===== config.mk =====
export PLATFORM = sky130hd
export DESIGN_NAME = terminated_message_receiver
export DESIGN_NICKNAME = d
export VERILOG_FILES = /design/src/hdl/tmr_pkg.sv /design/src/hdl/tmr_match.sv /design/src/hdl/terminated_message_receiver.sv
export SDC_FILE = /design/constraint.sdc
export NUM_CORES = 1
export LEC_CHECK = 0
export BUFFER_PORTS_ARGS = -buffer_cell sky130_fd_sc_hd__buf_2
export CORE_MARGIN = 2
export CORE_UTILIZATION = 35
export CTS_BUF_LIST = sky130_fd_sc_hd__clkbuf_4 sky130_fd_sc_hd__clkbuf_8
export CTS_CLUSTER_DIAMETER = 100
export DETAILED_ROUTE_END_ITERATION = 10
export GPL_ROUTABILITY_DRIVEN = 0
export GPL_TIMING_DRIVEN = 0
export SLEW_MARGIN = 5
export SYNTH_ARGS = -nofsm -noshare
export SYNTH_HDL_FRONTEND = slang
export SYNTH_SLANG_ARGS = --single-unit

===== constraint.sdc =====
create_clock -name i_clk -period 3.9 [get_ports i_clk]
set_input_delay 0.39 -clock i_clk [delete_from_list [all_inputs] [get_ports i_clk]]
set_output_delay 0.39 -clock i_clk [all_outputs]
set_load 0.005 [all_outputs]

===== src/hdl/tmr_pkg.sv =====
// Package for the terminated message receiver.
// Holds field widths, register indexes, end reasons and reset values.
// No dependencies; imported by tmr_match, terminated_message_receiver and the testbench files.
package tmr_pkg;

    localparam int BYTE_W       = 8;
    localparam int LEN_W        = 10;
    localparam int IDLE_W       = 16;
    localparam int MARKER_W     = 64;
    localparam int MLEN_W       = 4;
    localparam int MARKER_BYTES = MARKER_W / BYTE_W;

    localparam int MARKER_MAX_DEF  = 8;
    localparam int BUFFER_SIZE     = 1024;

    localparam int CFG_IDX_W = 2;

    typedef enum logic [CFG_IDX_W-1:0] {
        CFG_MARKER_BYTES  = 2'd0,
        CFG_MARKER_LENGTH = 2'd1,
        CFG_MAX_LENGTH    = 2'd2,
        CFG_IDLE_LIMIT    = 2'd3
    } t_cfg_idx;

    typedef enum logic [1:0] {
        REASON_NONE   = 2'd0,
        REASON_MARKER = 2'd1,
        REASON_FULL   = 2'd2,
        REASON_IDLE   = 2'd3
    } t_reason;

    localparam logic [MARKER_W-1:0] RST_MARKER_BYTES  = 64'd10;
    localparam logic [MLEN_W-1:0]   RST_MARKER_LENGTH = 4'd1;
    localparam logic [LEN_W-1:0]    RST_MAX_LENGTH    = 10'd1023;
    localparam logic [IDLE_W-1:0]   RST_IDLE_LIMIT    = 16'd1000;

    localparam logic [IDLE_W-1:0]   IDLE_SAT = {IDLE_W{1'b1}};

endpackage


===== src/hdl/tmr_match.sv =====
// Stop marker compare for the terminated message receiver.
// Compares the newest history bytes with the configured marker, lane by lane.
// Depends on tmr_pkg.
module tmr_match
    import tmr_pkg::*;
#(
    parameter int MARKER_MAX = MARKER_MAX_DEF,
    localparam int LANES  = (MARKER_MAX < MARKER_BYTES) ? MARKER_MAX : MARKER_BYTES,
    localparam int HIST_W = LANES * BYTE_W
) (
    input  logic [HIST_W-1:0]   i_history,
    input  logic [MARKER_W-1:0] i_marker,
    input  logic [MLEN_W-1:0]   i_marker_len,
    input  logic [LEN_W-1:0]    i_count,
    output logic                o_match
);

    logic [MLEN_W-1:0] eff_len;
    logic [LANES-1:0]  lane_ok;

    // Clamp the marker length into one to the number of lanes
    always_comb begin
        if (i_marker_len == '0) begin
            eff_len = MLEN_W'(1);
        end else if (32'(i_marker_len) > LANES) begin
            eff_len = MLEN_W'(LANES);
        end else begin
            eff_len = i_marker_len;
        end
    end

    always_comb begin
        for (int i = 0; i < LANES; i++) begin
            lane_ok[i] = (i >= 32'(eff_len)) ||
                         (i_history[i*BYTE_W +: BYTE_W] == i_marker[i*BYTE_W +: BYTE_W]);
        end
    end

    // No match until the message holds at least the whole marker
    assign o_match = (&lane_ok) && (i_count >= LEN_W'(eff_len));

endmodule


===== src/hdl/terminated_message_receiver.sv =====
// Top level of the terminated message receiver.
// Holds the message state, configuration registers and output register.
// Depends on tmr_pkg and tmr_match.

// Takes one transaction per cycle, each a received byte or an idle poll, and
// answers in the next cycle: a byte gives one result with the running length,
// an idle poll gives a result only when it ends the message on timeout. The
// message ends when its last bytes equal the stop marker, when its length
// reaches the limit, or when the idle polls in a row reach the idle limit;
// the marker wins over the length limit. Each accepted item's result is loaded
// straight into the output register; the input is stalled only
// while that register holds a result the downstream side has not taken.
// Configuration writes are always accepted and must be made while idle.
module terminated_message_receiver
    import tmr_pkg::*;
#(
    parameter int MARKER_MAX = MARKER_MAX_DEF
) (
    input  logic                 i_clk,
    input  logic                 i_rst_n,
    // input stream
    input  logic                 s_axis_tvalid,
    output logic                 s_axis_tready,
    input  logic [7:0]           s_axis_tdata,   // [7:0] rx_byte
    input  logic                 s_axis_tuser,   // [0] op
    // result stream
    output logic                 m_axis_tvalid,
    input  logic                 m_axis_tready,
    output logic [23:0]          m_axis_tdata,   // [7:0] out_byte, [17:8] length
    output logic                 m_axis_tlast,
    output logic [2:0]           m_axis_tuser,   // [0] has_byte, [2:1] end_reason
    // configuration writes
    input  logic                 i_cfg_valid,
    output logic                 o_cfg_ready,
    input  logic [CFG_IDX_W-1:0] i_cfg_index,
    input  logic [MARKER_W-1:0]  i_cfg_data
);

    localparam int LANES  = (MARKER_MAX < MARKER_BYTES) ? MARKER_MAX : MARKER_BYTES;
    localparam int HIST_W = LANES * BYTE_W;

    // configuration
    logic [MARKER_W-1:0] r_marker;
    logic [MLEN_W-1:0]   r_marker_len;
    logic [LEN_W-1:0]    r_max_len;
    logic [IDLE_W-1:0]   r_idle_limit;

    // message state
    logic [HIST_W-1:0]   r_hist,  n_hist;
    logic [LEN_W-1:0]    r_count, n_count;
    logic [IDLE_W-1:0]   r_idle,  n_idle;

    // output register
    logic                r_out_valid;
    logic                r_has_byte, n_has_byte;
    logic [BYTE_W-1:0]   r_out_byte, n_out_byte;
    logic                r_last,     n_last;
    t_reason             r_reason,   n_reason;
    logic [LEN_W-1:0]    r_length,   n_length;
    logic                n_emit;

    logic                in_accept;
    logic                marker_hit;
    logic [HIST_W-1:0]   shift_hist;
    logic [LEN_W-1:0]    inc_count;
    logic [IDLE_W-1:0]   inc_idle;
    logic [LEN_W-1:0]    eff_limit;

    assign s_axis_tready = !r_out_valid || m_axis_tready;
    assign in_accept     = s_axis_tvalid && s_axis_tready;
    assign o_cfg_ready   = 1'b1;

    assign shift_hist = HIST_W'({r_hist, s_axis_tdata});
    assign inc_count  = r_count + LEN_W'(1);
    assign inc_idle   = (r_idle == IDLE_SAT) ? r_idle : r_idle + IDLE_W'(1);

    always_comb begin
        if (32'(r_max_len) > BUFFER_SIZE - 1) begin
            eff_limit = LEN_W'(BUFFER_SIZE - 1);
        end else begin
            eff_limit = r_max_len;
        end
    end

    tmr_match #(
        .MARKER_MAX (MARKER_MAX)
    ) u_match (
        .i_history    (shift_hist),
        .i_marker     (r_marker),
        .i_marker_len (r_marker_len),
        .i_count      (inc_count),
        .o_match      (marker_hit)
    );

    always_comb begin
        n_hist     = r_hist;
        n_count    = r_count;
        n_idle     = r_idle;
        n_emit     = 1'b0;
        n_has_byte = 1'b0;
        n_out_byte = '0;
        n_last     = 1'b0;
        n_reason   = REASON_NONE;
        n_length   = r_count;
        if (!s_axis_tuser) begin
            n_emit     = 1'b1;
            n_has_byte = 1'b1;
            n_out_byte = s_axis_tdata;
            n_length   = inc_count;
            if (marker_hit) begin
                n_reason = REASON_MARKER;
            end else if (inc_count >= eff_limit) begin
                n_reason = REASON_FULL;
            end
            n_last = (n_reason != REASON_NONE);
            if (n_last) begin
                n_hist  = '0;
                n_count = '0;
            end else begin
                n_hist  = shift_hist;
                n_count = inc_count;
            end
            n_idle = '0;
        end else begin
            n_idle = inc_idle;
            if (inc_idle >= r_idle_limit) begin
                n_emit   = 1'b1;
                n_last   = 1'b1;
                n_reason = REASON_IDLE;
                n_hist   = '0;
                n_count  = '0;
                n_idle   = '0;
            end
        end
    end

    always_ff @(posedge i_clk) begin
        if (!i_rst_n) begin
            r_marker     <= RST_MARKER_BYTES;
            r_marker_len <= RST_MARKER_LENGTH;
            r_max_len    <= RST_MAX_LENGTH;
            r_idle_limit <= RST_IDLE_LIMIT;
        end else if (i_cfg_valid) begin
            unique case (t_cfg_idx'(i_cfg_index))
                CFG_MARKER_BYTES:  r_marker     <= i_cfg_data;
                CFG_MARKER_LENGTH: r_marker_len <= i_cfg_data[MLEN_W-1:0];
                CFG_MAX_LENGTH:    r_max_len    <= i_cfg_data[LEN_W-1:0];
                CFG_IDLE_LIMIT:    r_idle_limit <= i_cfg_data[IDLE_W-1:0];
                default: ;
            endcase
        end
    end

    always_ff @(posedge i_clk) begin
        if (!i_rst_n) begin
            r_hist      <= '0;
            r_count     <= '0;
            r_idle      <= '0;
            r_out_valid <= 1'b0;
        end else begin
            if (in_accept) begin
                r_hist  <= n_hist;
                r_count <= n_count;
                r_idle  <= n_idle;
            end
            // Load a new result, or drop the old one once taken
            if (in_accept && n_emit) begin
                r_out_valid <= 1'b1;
            end else if (m_axis_tready) begin
                r_out_valid <= 1'b0;
            end
        end
    end

    always_ff @(posedge i_clk) begin
        if (in_accept && n_emit) begin
            r_has_byte <= n_has_byte;
            r_out_byte <= n_out_byte;
            r_last     <= n_last;
            r_reason   <= n_reason;
            r_length   <= n_length;
        end
    end

    assign m_axis_tvalid = r_out_valid;
    assign m_axis_tdata  = {6'd0, r_length, r_out_byte};
    assign m_axis_tlast  = r_last;
    assign m_axis_tuser  = {r_reason, r_has_byte};

endmodule


==> flow_summary.yaml, run 1 <==
power:
  ir_drop_uv: 190
  finalPower_w: 0.00382
  power.density_mw_per_mm2: 359
  leakagePower_nw: 4.60
timing:
  max_freq_mhz: 266
  finalCriticalPeriod_ns: 3.76
  clock_skew_ns: 0.0194
  fin_setup_tns_ns: 0
  finalWorstSetupSlack_ns: 0.140
  setup_viol: 0
  hold_viol_final: 0
  worst_pin_slew_ns: 0.791
  finalMaxSlewViolations: 0
  layout_worst_path_cycle_share_pct: 96.4
  slew_headroom_pct: 47.3
routing:
  drt_wl_total_um: 25000
  drt_first_iter_violations: 556
  wl_met3_um: 1540
  dr.pass1.iters: 6
  top_layer: "met4"
  met2_length_um: 10900
  drt-vias-per-instance: 5.06
  drc: 0
  ant_nets: 0
  wl_per_cell_um: 16.6
  routedLengthMet1_um: 11800
  num_vias: 7597
clock_network:
  cts_buffers: 17
  clk_pin_slew_worst_paths_ns: 0.11
  cts_tree: "yes"
  worstSkewPairLatency_ns: 0.49
  cts_hold_buf: 0
  cts_max_path_buffers: 2
  root_buffer: "clkbuf_8"
  htree_levels: 4
  clock-sinks: 199
synthesis:
  synthArstFlopShare_pct: 0
  synth.distinct_cells: 56
  synth_ff_type: "dfxtp_1"
  syn_area_mm2: 0.00914
  ys_seq_elements: 199
  ys_seq_area_share_pct: 46.0
  synth_edf_count: 22
  syn_avg_cell_area_um2: 8.96
  ys.warnings.count: 0
  synthCells: 1020
cells_and_area:
  area_delta_synth_final_pct: 16.2
  final_nets: 1265
  layout-drive-gt1-share_pct: 17.2
  postLayoutCellArea_mm2: 0.0106
  fin_util_pct: 41.1
  n_antenna_cell: 0
worst_setup_path:
  end_kind: "register"
  start_kind: "register"
  cpMostUsedCell: "and3_1"
  cp_cell_sequence: "and3_1, and3_1, a31oi_1, nand3_1, xnor2_1, ha_1, and3_1, a2111oi_1, o21ai_1, a211oi_2, buf_4, clkbuf_4, clkbuf_4, a22o_1"
  crit_arrival_ns: 4.19
  critPathMaxStageDelay_ns: 0.39
  crit_path_top_delay_cell: "a2111oi_1"
  cpLargestDelayFamily: "compound AO/OA/AOI/OAI gates"
  path_buf_inv: 3
  worstPathRequired_ns: 4.33
  critical_path_class: "register to register"
  crit_path_max_fanout: 10
place:
  port_buffers: 102
  dp_slack_ns: -1.04
  dpl_cell_area_mm2: 0.0101
  place.detailed.hpwl_um: 18500
status:
  status: "finished, final reports clean"
floorplanning:
  die_h_um: 166
  rows: 59
  die_x_um: 166
  die_area_mm2: 0.0274
  initial_utilization_pct: 35.4
  io_pins: 111
  core_mm2: 0.0258
grt:
  grt_pass1_wl_um: 38400
  gr-total-overflow: 0
  antenna_found_initial: 0
  grt_usage_pct: 17.8
  grt_pass1_vias: 6981
  grt_max_degree: 20
worst_hold_path:
  hold_class: "primary input to register"
run:
  cap_violations: 0
worst min-delay path, stage by stage:
cell and delay (ns):
buf_2 0.09, nand2_1 0.04, a21oi_1 0.05
final timing paths:
check | start | to | slack (ns) | cells after the start
worst max register to register | r_idle[9] | r_hist[13] | 0.14 | 14
worst min register to register | r_idle_limit[10] | r_idle_limit[10] | 0.46 | 2
worst min-delay path | i_cfg_data[23] | r_marker[23] | 0.12 | 3
worst max-delay path | r_idle[9] | r_hist[13] | 0.14 | 14
placed cells by master, fill, tap and decap left out, drive strengths merged, types with 4 or more instances in the layout:
cell | netlist | routed
nand2 | 214 | 214
dfxtp | 177 | 177
buf | 23 | 135
a21oi | 100 | 100
a22o | 61 | 61
clkbuf | 47 | 61
xor2 | 57 | 57
inv | 33 | 39
nor2 | 35 | 35
xnor2 | 34 | 34
ha | 32 | 32
nand3 | 31 | 31
edfxtp | 22 | 22
o211ai | 16 | 16
nor4 | 16 | 16
nor2b | 12 | 12
nand4 | 11 | 11
o21ai | 10 | 10
a21o | 9 | 9
and3 | 9 | 9
conb | 2 | 7
nor3 | 7 | 7
clkinv | 0 | 7
or2 | 6 | 6
a31oi | 6 | 6
nand2b | 5 | 5
o2111ai | 5 | 5
or3 | 4 | 4
mux2i | 4 | 4
and2 | 4 | 4
Yosys cell counts (15+ instances only):
master | count | share of area [%]
nor2_1 | 35 | 1.4
edfxtp_1 | 22 | 7.2
dfxtp_1 | 177 | 39
nand3_1 | 31 | 1.7
a21oi_1 | 99 | 5.4
inv_1 | 33 | 1.4
clkbuf_1 | 46 | 1.9
a22o_1 | 61 | 5.8
xnor2_1 | 34 | 3.3
ha_1 | 32 | 4.4
o211ai_1 | 16 | 1.3
nor4_1 | 15 | 1.0
nand2_1 | 214 | 8.8
xor2_1 | 57 | 5.5
registers in the layout, summed over array words and instances, names as in the netlist:
signal	cells
r_has_byte	1
r_count	10
r_out_byte	8
m_axis_tlast	1
r_reason	2
r_idle	16
r_marker_len	4
m_axis_tvalid	1
r_length	10
r_idle_limit	16
r_hist	56
r_marker	64
eff_limit	10
through the flow:
stage,hold slack (ns),cells
2_1_floorplan,0.432,1025
3_3_place_gp,0.439,1462
3_5_place_dp,0.452,1462
4_1_cts,0.109,1498
5_1_grt,0.109,1501
6_report,0.120,1501
what timing repair did:
action,CTS,global route
setup buffers,5,3
gates cloned,1,0
endpoints found under the hold margin,0,0
resized for setup,25,13
pin swaps,3,3
setup endpoints to repair,107,107
logic make-up after synthesis:
group	after synthesis	share of synthesized area [%]
muxes	7	0.807
xor gates and xnor gates	91	8.72
buffers and inverters	103	5.62
adders and majority gates	32	4.38
other	2	0.0821
AOI/OAI and AO/OA	225	16.8
and+or+nand+nor	361	17.6
DFF	199	46.0
power by group:
group | internal [W] | switching, W | leakage (nW)
clock network | 0.000477 | 0.000806 | 0.195
logic | 0.000150 | 0.000227 | 2.76
registers | 0.00212 | 0.0000358 | 1.65
total | 0.00275 | 0.00107 | 4.60
routing by layer:
| metal | vias to the layer above | global-route usage (%) |
|---|---|---|
| met5 | - | 0 |
| li1 | 3790 | - |
| met3 | 40 | 3.66 |
| met1 | 3547 | 24.8 |
| met2 | 220 | 27.1 |
| met4 | 0 | 6.92 |
area by class of cell:
type	count	area, um^2
clock inverters	14	133
repair buffers	110	571
clock buffers	18	241
flip-flops and latches	199	4210
fillers	2632	15200
well taps	335	419
inverters	33	128
multi-input cells	723	4500
repair inverters	1	7.51
plain buffers	68	412
No activity file was read; power rests on OpenSTA's default activity.
==> run 2: changes to the inputs <==
--- a/config.mk
+++ b/config.mk
@@ -7,12 +7,13 @@
 export LEC_CHECK = 0
 export BUFFER_PORTS_ARGS = -buffer_cell sky130_fd_sc_hd__buf_2
 export CORE_MARGIN = 2
-export CORE_UTILIZATION = 35
+export CORE_UTILIZATION = 54
 export CTS_BUF_LIST = sky130_fd_sc_hd__clkbuf_4 sky130_fd_sc_hd__clkbuf_8
 export CTS_CLUSTER_DIAMETER = 100
 export DETAILED_ROUTE_END_ITERATION = 10
 export GPL_ROUTABILITY_DRIVEN = 0
 export GPL_TIMING_DRIVEN = 0
+export PLACE_DENSITY = 0.78
 export SLEW_MARGIN = 5
 export SYNTH_ARGS = -nofsm -noshare
 export SYNTH_HDL_FRONTEND = slang
==> run 2 against run 1 <==
Effect of this change: core utilization grew 22 points; sequential share of layout area rose by 0.74 points; sequential power about the same; power is 2.7% lower; maximum frequency up 1.3%; setup slack better by 0.049 ns; combinational power is 1% lower.
==> flow_summary.yaml, run 2 (synthesis results as in run 1) <==
place:
  dpl_cell_area_mm2: 0.00995
  port_buffers: 102
  place.detailed.hpwl_um: 16800
worst_setup_path:
  cp_cell_sequence: "nand4_1, buf_4, nor3_4, a31o_2, nor2_1, nand2_1, xnor2_1, ha_1, a21o_1, a21o_1, a21oi_1, o22ai_1, a211oi_2, buf_4, clkbuf_8, buf_2, a22o_1"
  crit_path_max_fanout: 10
  start_kind: "register"
  critical_path_class: "register to register"
  crit_start: "r_idle[3]"
  cp-endpoint: "r_hist[49]"
  crit_arrival_ns: 4.12
  reg2reg_to: "r_hist[49]"
  r2r_setup_slack_ns: 0.19
  crit_path_top_delay_cell: "dfxtp_2"
  rr_startpoint: "r_idle[3]"
  end_kind: "register"
  critPathMaxStageDelay_ns: 0.42
  worstPathRequired_ns: 4.31
  reg2reg_depth: 17
timing:
  finalMaxSlewViolations: 0
  setup_viol: 0
  max_freq_mhz: 269
  clock_skew_ns: 0.0139
  fin_setup_tns_ns: 0
  hold_viol_final: 0
  finalCriticalPeriod_ns: 3.71
  layout_worst_path_cycle_share_pct: 95.1
  worst_pin_slew_ns: 0.821
  slew_headroom_pct: 45.3
  hold-worst-slack_ns: 0.147
  rsz0062_at_grt: "no"
clock_network:
  clock-sinks: 199
  clk_pin_slew_worst_paths_ns: 0.10
  cts_max_path_buffers: 2
  htree_levels: 4
  root_buffer: "clkbuf_8"
  worstSkewPairLatency_ns: 0.47
  cts_tree: "yes"
  cts_buffers: 17
routing:
  wl_per_cell_um: 16.5
  drt_wl_total_um: 22900
  drt-vias-per-instance: 5.53
  num_vias: 7668
  ant_nets: 0
  dr.pass1.iters: 7
  drt_first_iter_violations: 676
  drc: 0
power:
  leakagePower_nw: 4.58
  ir_drop_uv: 263
  power.density_mw_per_mm2: 356
grt:
  grt_max_degree: 18
  grt_usage_pct: 25.8
  grt_pass1_vias: 7223
  gr-total-overflow: 0
  grt_pass1_wl_um: 36400
  antenna_found_initial: 0
cells_and_area:
  largest_register_ffs: 64
  final_common_cell: "nand2_1"
  layout_common_cells: "nand2_1 (214), dfxtp_1 (174), buf_2 (105), a21oi_1 (97), a22o_1 (61)"
  regMostFlops: "r_marker"
  area_delta_synth_final_pct: 14.1
  layout-drive-gt1-share_pct: 17.0
  postLayoutCellArea_mm2: 0.0104
  n_antenna_cell: 0
  reg.largest.list: "r_marker (64), r_hist (56)"
  final_nets: 1265
floorplanning:
  die_x_um: 134
  core_mm2: 0.0166
  io_pins: 111
  initial_utilization_pct: 55.1
  die_area_mm2: 0.0180
  die_h_um: 134
  rows: 47
run:
  cap_violations: 0
worst_hold_path:
  hold_class: "primary input to register"
status:
  status: "finished, final reports clean"
-- run 2: cell types whose count changed in the layout (fill, tap and decap cells not counted), moves of 2 or more --
| cell | previous run | this run |
|---|---|---|
| clkinv_8 | 2 | 0 |
| inv_8 | 3 | 0 |
| a21oi_1 | 95 | 97 |
| clkbuf_2 | 3 | 7 |
| clkbuf_4 | 6 | 2 |
| clkinvlp_4 | 2 | 4 |
| clkinv_4 | 2 | 4 |
| a21oi_2 | 5 | 3 |
| buf_4 | 19 | 17 |
-- run 2: report_power, final --
part	total (W)	switching [W]	internal (W)	leakage (nW)
combinational	0.000373	0.000225	0.000149	2.76
clock	0.00118	0.000732	0.000453	0.173
sequential	0.00216	0.0000364	0.00212	1.65
total	0.00372	0.000993	0.00272	4.58
-- run 2: how the worst min path moves through the flow --
stage / startpoint / to / slack (ns) / cells after the start
floorplan: r_idle[7] / r_idle[7] / 0.43 / 2
global placement: r_idle[7] / r_idle[7] / 0.44 / 2
detailed placement: r_idle_limit[12] / r_idle_limit[12] / 0.45 / 2
CTS: i_cfg_data[23] / r_marker[23] / 0.13 / 3
global route: i_cfg_data[41] / r_marker[41] / 0.14 / 3
finish: i_cfg_data[45] / r_marker[45] / 0.15 / 3
-- run 2: metrics by stage --
| stage | instances | total power [W] | worst slack (ns) | utilization (%) |
|---|---|---|---|---|
| after floorplan | 1025 | 0.00241 | 0.237 | - |
| after global placement | 1347 | 0.00255 | -0.912 | 60.0 |
| after detailed placement | 1347 | 0.00256 | -0.955 | 60.0 |
| after CTS | 1384 | 0.00372 | 0.0152 | 62.6 |
| after global routing | 1386 | 0.00386 | 0.00633 | 62.9 |
| final | 1386 | 0.00372 | 0.189 | 62.9 |
-- run 2: metal layers --
metal / share of wire [%] / global-route usage (%) / vias to the layer above
li1: - / - / 3774
met2: 46 / 41.3 / 276
met4: 4.0 / 13.0 / 0
met1: 45 / 34.3 / 3550
met5: 0 / 0 / -
met3: 5.8 / 3.63 / 68
-- run 2: layout make-up --
| type | instances | area [um^2] |
|---|---|---|
| fillers | 1436 | 6160 |
| multi-input cells | 723 | 4490 |
| flip-flops and latches | 199 | 4210 |
| repair buffers | 110 | 571 |
| plain buffers | 68 | 405 |
| well taps | 220 | 275 |
| clock buffers | 18 | 241 |
| inverters | 33 | 128 |
| clock inverters | 14 | 103 |
| repair inverters | 1 | 7.51 |
-- run 2: what timing repair did --
action | CTS | global route
setup endpoints to repair | 107 | 107
gates cloned | 1 | 0
resized for setup | 21 | 7
hold buffers | 0 | 0
setup buffers | 4 | 4
pin swaps | 1 | 2
-- run 2: critical path: cells and delay by family (launching register included) --
kind	cells	cell delay (ns)
AOI/OAI and AO/OA	7	1.42
xor gates and xnor gates	1	0.13
adders and majority gates	1	0.26
buffers and inverters	4	0.78
DFF	1	0.42
and+or+nand+nor	4	0.61
